`config.mk`:
```
export PLATFORM = sky130hd
export DESIGN_NAME = sba_ctrl
export DESIGN_NICKNAME = d
export VERILOG_FILES = /design/src/hw/rtl/sba_pkg.sv /design/src/hw/rtl/sba_ctrl.sv
export SDC_FILE = /design/constraint.sdc
export NUM_CORES = 1
export LEC_CHECK = 0
export BUFFER_PORTS_ARGS = -buffer_cell sky130_fd_sc_hd__buf_2
export CORE_AREA = 5 5 42 44
export CTS_CLUSTER_DIAMETER = 120
export DETAILED_ROUTE_END_ITERATION = 6
export DIE_AREA = 0 0 47 49
export SETUP_SLACK_MARGIN = 0.15
export SLEW_MARGIN = 20
export SYNTH_ARGS = -nofsm -noshare
export SYNTH_HDL_FRONTEND = slang
export SYNTH_SLANG_ARGS = --single-unit
```
`constraint.sdc`:
```
create_clock -name clk -period 1.24 [get_ports clk]
set_input_delay 0.248 -clock clk [delete_from_list [all_inputs] [get_ports clk]]
set_output_delay 0.248 -clock clk [all_outputs]
set_load 0.005 [all_outputs]
```
`src/hw/rtl/sba_pkg.sv`:
```
// Package: shared types and constants for the split block allocator
`default_nettype none
package sba_pkg;
  localparam int unsigned UNIT_SHIFT = 4;
  localparam logic [24:0] ALLOC_OVERHEAD = 25'd8;

  typedef enum logic [1:0] {
    ST_OK       = 2'd0,
    ST_NO_BLOCK = 2'd1,
    ST_Q_FULL   = 2'd2,
    ST_TOO_BIG  = 2'd3
  } status_t;

  typedef enum logic [2:0] {
    S_IDLE,
    S_SEARCH,
    S_READ,
    S_SPLIT,
    S_DONE
  } state_t;

  // controller to datapath commands
  typedef struct packed {
    logic load;
    logic search_step;
    logic pop;
    logic split_step;
    logic free_push;
  } cmd_t;

  // datapath to controller status
  typedef struct packed {
    logic is_free;
    logic too_big;
    logic found;
    logic search_end;
    logic split_end;
  } stat_t;
endpackage
`default_nettype wire

```
`src/hw/rtl/sba_ctrl.sv`:
```
// Controller state machine sequencing one request at a time
`default_nettype none
module sba_ctrl (
  input  wire logic           clk,
  input  wire logic           rst_n,
  input  wire logic           start,
  input  wire sba_pkg::stat_t st,
  output sba_pkg::cmd_t       cmd,
  output logic                busy,
  output logic                done
);
  sba_pkg::state_t state_r, state_nxt;

  always_ff @(posedge clk) begin
    if (!rst_n) state_r <= sba_pkg::S_IDLE;
    else        state_r <= state_nxt;
  end

  // next state
  always_comb begin
    state_nxt = state_r;
    case (state_r)
      sba_pkg::S_IDLE:   if (start) state_nxt = sba_pkg::S_SEARCH;
      sba_pkg::S_SEARCH: begin
        if (st.too_big || st.is_free) state_nxt = sba_pkg::S_DONE;
        else if (st.found) state_nxt = sba_pkg::S_READ;
        else if (st.search_end) state_nxt = sba_pkg::S_DONE;
      end
      sba_pkg::S_READ:   state_nxt = sba_pkg::S_SPLIT;
      sba_pkg::S_SPLIT:  if (st.split_end) state_nxt = sba_pkg::S_DONE;
      sba_pkg::S_DONE:   state_nxt = sba_pkg::S_IDLE;
      default:           state_nxt = sba_pkg::S_IDLE;
    endcase
  end

  // outputs
  always_comb begin
    cmd = '0;
    busy = 1'b1;
    done = 1'b0;
    case (state_r)
      sba_pkg::S_IDLE: begin
        busy = 1'b0;
        cmd.load = start;
      end
      sba_pkg::S_SEARCH: begin
        cmd.free_push   = st.is_free && !st.too_big;
        cmd.search_step = !st.too_big && !st.is_free && !st.found;
        cmd.pop         = !st.too_big && !st.is_free && st.found;
      end
      sba_pkg::S_SPLIT: cmd.split_step = !st.split_end;
      sba_pkg::S_DONE:  done = 1'b1;
      default: ;
    endcase
  end
endmodule
`default_nettype wire

```
Word level (Yosys, flattened, before mapping). Cells that the tools add are included. W data, S select, Z words.

Register bits: 3. Input bits: 8. Output and inout bits: 7. Word-level logic and storage cells: 31.

Reduce and logical (&&, ||, !) cells: 11. Equal/unequal tests: 7. Multiplexer cells: 12.

Operator list (count): $mux W3 (5); $pmux W3 S4 (1); $eq A3 B2 Y1 const B (2); $mux W1 (5); $logic_and A1 B1 Y1 (4); $logic_not A1 Y1 (4); $ne A2 B2 Y1 const B (2); $ne A4 B4 Y1 const B (1); $eq A3 B1 Y1 const B (1); $eq A3 B3 Y1 const B (1); $logic_not A3 Y1 (1); $reduce_and A3 Y1 (1); $mux W2 (1); $logic_or A1 B1 Y1 (1).

Depth between registers and ports, before layout.
Word-level depth: 4. Mapped depth: 3. Mapped depth without buffers: 3.

Least setup slack after synthesis. Ideal clock, no wire load.

Path kind: register to output. From: reg state_r[2]. To: out cmd[4] (netlist bit). Cell stages (with the launch flop): 3. Data required time: 992 ps. Path buffers: 0. Setup slack: 124 ps. Data arrival time: 868 ps. Path through: dfxtp_1 > or3_4 > nor2_1.

RTL lines: start, declared (line sba_ctrl.sv:12) `sba_pkg::state_t state_r, state_nxt;`; start signal, assigned (line sba_ctrl.sv:15) `if (!rst_n) state_r <= sba_pkg::S_IDLE;`; start signal, assigned (line sba_ctrl.sv:16) `else state_r <= state_nxt;`; end, declared (line sba_ctrl.sv:8) `output sba_pkg::cmd_t cmd,`.

==> results.md <==
- Outcome: finished with violations
- Violated checks: setup timing
- Final critical path time including I/O delays and setup: 1380 ps
- Top area cells in the synthesized netlist: sky130_fd_sc_hd__dfxtp_1 (27%), sky130_fd_sc_hd__nand2b_1 (8.3%), sky130_fd_sc_hd__nor3_4 (7.2%)
- Pre-Repair DR Iteration Count: 2
- Worst reg-to-reg setup slack: 70 ps
- Final instance area: 432 um2
- DR vias: ~270
- Post-synth EDFFs: 0
- Sum of met2 wire segment lengths after detailed routing: roughly 390 um
- Start point of the worst min-delay path: rst_n
- Master cell of the clock root buffer: sky130_fd_sc_hd__clkbuf_4
- Post-route setup TNS: -493 ps
- Last element of the critical path: cmd[4]
- Reg2Reg Depth: 7
- Placed insts: 58
- Library cells used by synthesis: 17
- Vias in the first global route: 265
- Netlist area before placement: 225 um2
- Die area: approximately 2300 um2
- Total of warnings raised by yosys: 0
- CP max stage cell: sky130_fd_sc_hd__or3_4
- Chip Height: 49 um
- Commonest cells in the netlist: sky130_fd_sc_hd__nor2_1 (4), sky130_fd_sc_hd__dfxtp_1 (3), sky130_fd_sc_hd__nand2b_1 (3)
- Max Root-Sink Buffers: 2
- Layout cells sized above 1: 71.2%
- Delay of the slowest cell on the worst path: 380 ps
- Clock latency of the later-clocked register in the worst-skew pair: between 200 and 250 ps
- Critical Setup Path Class: flip-flop to output pin
- Post-synthesis net count: 35
- Clock transition at path regs: 40 ps
- Largest family of logic cells by synthesized area: simple AND/OR/NAND/NOR gates
- Number of flip-flops and latches in the synthesized netlist: 3
- Post-synthesis sequential area ratio: 26.7%
- Proportion of register bits with asynchronous set or reset after synthesis: 0%
- Critical Path, Cell by Cell: or3_4 -> nor2_2 -> buf_2
- Antenna violations before repair: 0
- Total Wirelength: 673 um
- Util after Layout: 30.8%
- Width of the die: 47 um
- Worst setup skew after layout: 0.291 ps
- Top Layer Used: met3
- Initial Util: 16.1%
- Compound-gate portion of the synthesized area: 18.3%
- Critical-path maximum fanout: 6
- Num CTS Buffers: 3
- Req. time, crit path: 990 ps
- I/O pin cnt: 15
- Crit start category: flip-flop
- TritonCTS Sinks: 3
- GRT Total Usage: 6.41%
- Maximum resistive drop on vdd: 0.270 mV
- Dominant cell type by area after synthesis: sky130_fd_sc_hd__dfxtp_1
- Total routed wire length on the met1 layer: 223 um
- Final #Nets: 61
- Number of inserted filler cells in the final layout: 158
- Gr ovfl total: 0
- Number of hold violations in the final report: 0
- Rows: 14
- Hold Slack: approximately 270 ps
- Unrepaired setup endpoints after global routing: yes
- Source of the worst register-to-register timing path: state_r[2]
- Post-Place Setup Slack: ~50 ps
- Post-synthesis simple-gate area fraction: 51.7%
- Area share of the leading cell type in the synthesized netlist: a little over a quarter
- Multiplexer share of the synthesized area: 0%
- Number of pins with negative max-slew slack in the final report: 0
- Most used DFF post-synth: sky130_fd_sc_hd__dfxtp_1
- Instance count on the critical path: 3
- Quantity of I/O buffers inserted on ports: 14
- Pwr per Cell Area: 968 nW/um2
- Placer Congestion: approximately 0.64
- Register ranked first by flip-flop count: state_r
- Layout area overhead: 91.7%
- Number of maximum-capacitance constraint violations: 0
- Setup WS post-layout: -144 ps
- Number of buffers and inverters on the critical path: 1
- Critical path startpoint: state_r[0]
- Core Footprint: 1400 um2
- Hold path cells: 2
- Post-route fraction of the period consumed by the critical path: 112%
- Depth of the CTS H-tree: 1
- Total power: approximately 0.42 mW
- Number of flip-flops under the largest register name: 3
- Critical register-to-register path endpoint: state_r[0]
- Worst EP arrival: around 1100 ps
- Slew HR: between 80% and 90%
- Number of nets with antenna violations after detailed routing: 0
- Largest net degree at the start of global routing: 7
- Post-synthesis average cell area: about 8.3 um2
- Clock tree from TritonCTS: built
- Placed instance area: around 330 um2
- CP delay by family, top: simple AND/OR/NAND/NOR gates
- Routed length on met3: between 60 and 70 um
- Syn Inst Count: 27
- Peak clock frequency supported by timing: 0.722 GHz
- Worst min-delay path category: input pin to flip-flop
- Post-Synth Adder-Cell Area: 0%
- Regs by FF count: state_r (3)
- Vias per inst: ~4
- Wirelength per Cell: between 9 and 10 um
- Iteration-0 DRC Markers: 1
- Kind of end point of the critical path: output pin
- Reported leakage power: 0.208 nW
- Non-filler cells in the finished layout: 68
- Total setup violations reported at the end of the flow: 5
- Slew at the pin closest to its max-slew limit: 230 ps
- Most frequent cell after synthesis: sky130_fd_sc_hd__nor2_1
- ANT cells: 0
- # hold bufs at CTS: 0
- Global-route wire length before repair: 1020 um
- Number of remaining DRC errors: 0
- Post-Synth XOR/XNOR Area: 0%
[worst register-to-register path: stages (launching register included)]
cell	delay, ps
sky130_fd_sc_hd__dfxtp_2	320
sky130_fd_sc_hd__buf_4	130
sky130_fd_sc_hd__nor2b_4	120
sky130_fd_sc_hd__buf_4	110
sky130_fd_sc_hd__buf_4	90
sky130_fd_sc_hd__buf_4	100
sky130_fd_sc_hd__nand3_2	90
sky130_fd_sc_hd__a21oi_2	150
[placed cells by master, fill, tap and decap left out]
cell type                  synthesis  routed
sky130_fd_sc_hd__clkbuf_4          0       3
sky130_fd_sc_hd__and3_4            1       1
sky130_fd_sc_hd__nor4b_2           0       1
sky130_fd_sc_hd__o21a_1            1       1
sky130_fd_sc_hd__nor2_2            0       1
sky130_fd_sc_hd__a21oi_2           0       1
sky130_fd_sc_hd__buf_6             0       1
sky130_fd_sc_hd__buf_2             0      13
sky130_fd_sc_hd__dfxtp_4           0       1
sky130_fd_sc_hd__inv_1             2       2
sky130_fd_sc_hd__dfxtp_2           0       2
sky130_fd_sc_hd__clkbuf_1          0       1
sky130_fd_sc_hd__nand2b_1          3       2
sky130_fd_sc_hd__nor2_1            4       3
sky130_fd_sc_hd__a21o_1            1       1
sky130_fd_sc_hd__nand2_1           1       1
sky130_fd_sc_hd__nand2b_4          0       1
sky130_fd_sc_hd__nor2b_4           1       1
sky130_fd_sc_hd__a211oi_1          1       1
sky130_fd_sc_hd__or3_4             1       1
sky130_fd_sc_hd__nand3_2           0       1
sky130_fd_sc_hd__nor3b_1           1       1
sky130_fd_sc_hd__nand3_1           2       1
sky130_fd_sc_hd__o21ai_2           1       1
sky130_fd_sc_hd__nor3_4            1       1
sky130_fd_sc_hd__a21oi_1           2       1
sky130_fd_sc_hd__buf_4             0       7
[final cells by class]
type                       count  area [um2]  share of cell area, %
multi-input combinational     22         183                   42.3
inverter                       2        7.51                   1.74
tap                           16        20.0                   4.64
clock buffer                   4        26.3                   6.09
timing repair buffer          21         129                   29.9
sequential                     3        66.3                   15.4
[layer usage]
| layer | track usage [%] | vias to the layer above |
|---|---|---|
| li1 | - | 145 |
| met1 | 5.71 | 121 |
| met2 | 9.95 | 7 |
| met3 | 4.43 | 0 |
| met4 | 4.15 | 0 |
| met5 | 0 | - |
[repair_timing]
action                     in CTS  in global routing
gates resized for setup         6                  3
pin swaps                       3                  2
cloned                          0                  0
setup endpoints to repair       7                  8
setup buffers                   5                  1
[kinds of logic (layout without fill, tap and decap cells)]
kind of cell / after synthesis / after routing
AOI/OAI and AO/OA: 6 / 6
and+or+nand+nor: 16 / 16
DFF: 3 / 3
buffers and inverters: 2 / 27
[report_power, final]
part / switching [mW] / total [mW] / leakage, nW / internal (mW)
clock: 0.0499 / 0.170 / 0.0150 / 0.121
combinational: 0.0528 / 0.133 / 0.166 / 0.0805
sequential: 0.00995 / 0.114 / 0.0261 / 0.104
[how the worst min path moves through the flow]
stage	end	slack [ps]
2_1_floorplan	state_r[0]	360
3_3_place_gp	state_r[1]	500
3_5_place_dp	state_r[0]	500
4_1_cts	state_r[0]	250
5_1_grt	state_r[2]	270
6_report	state_r[1]	270
No activity file was read; power rests on OpenSTA's default activity.
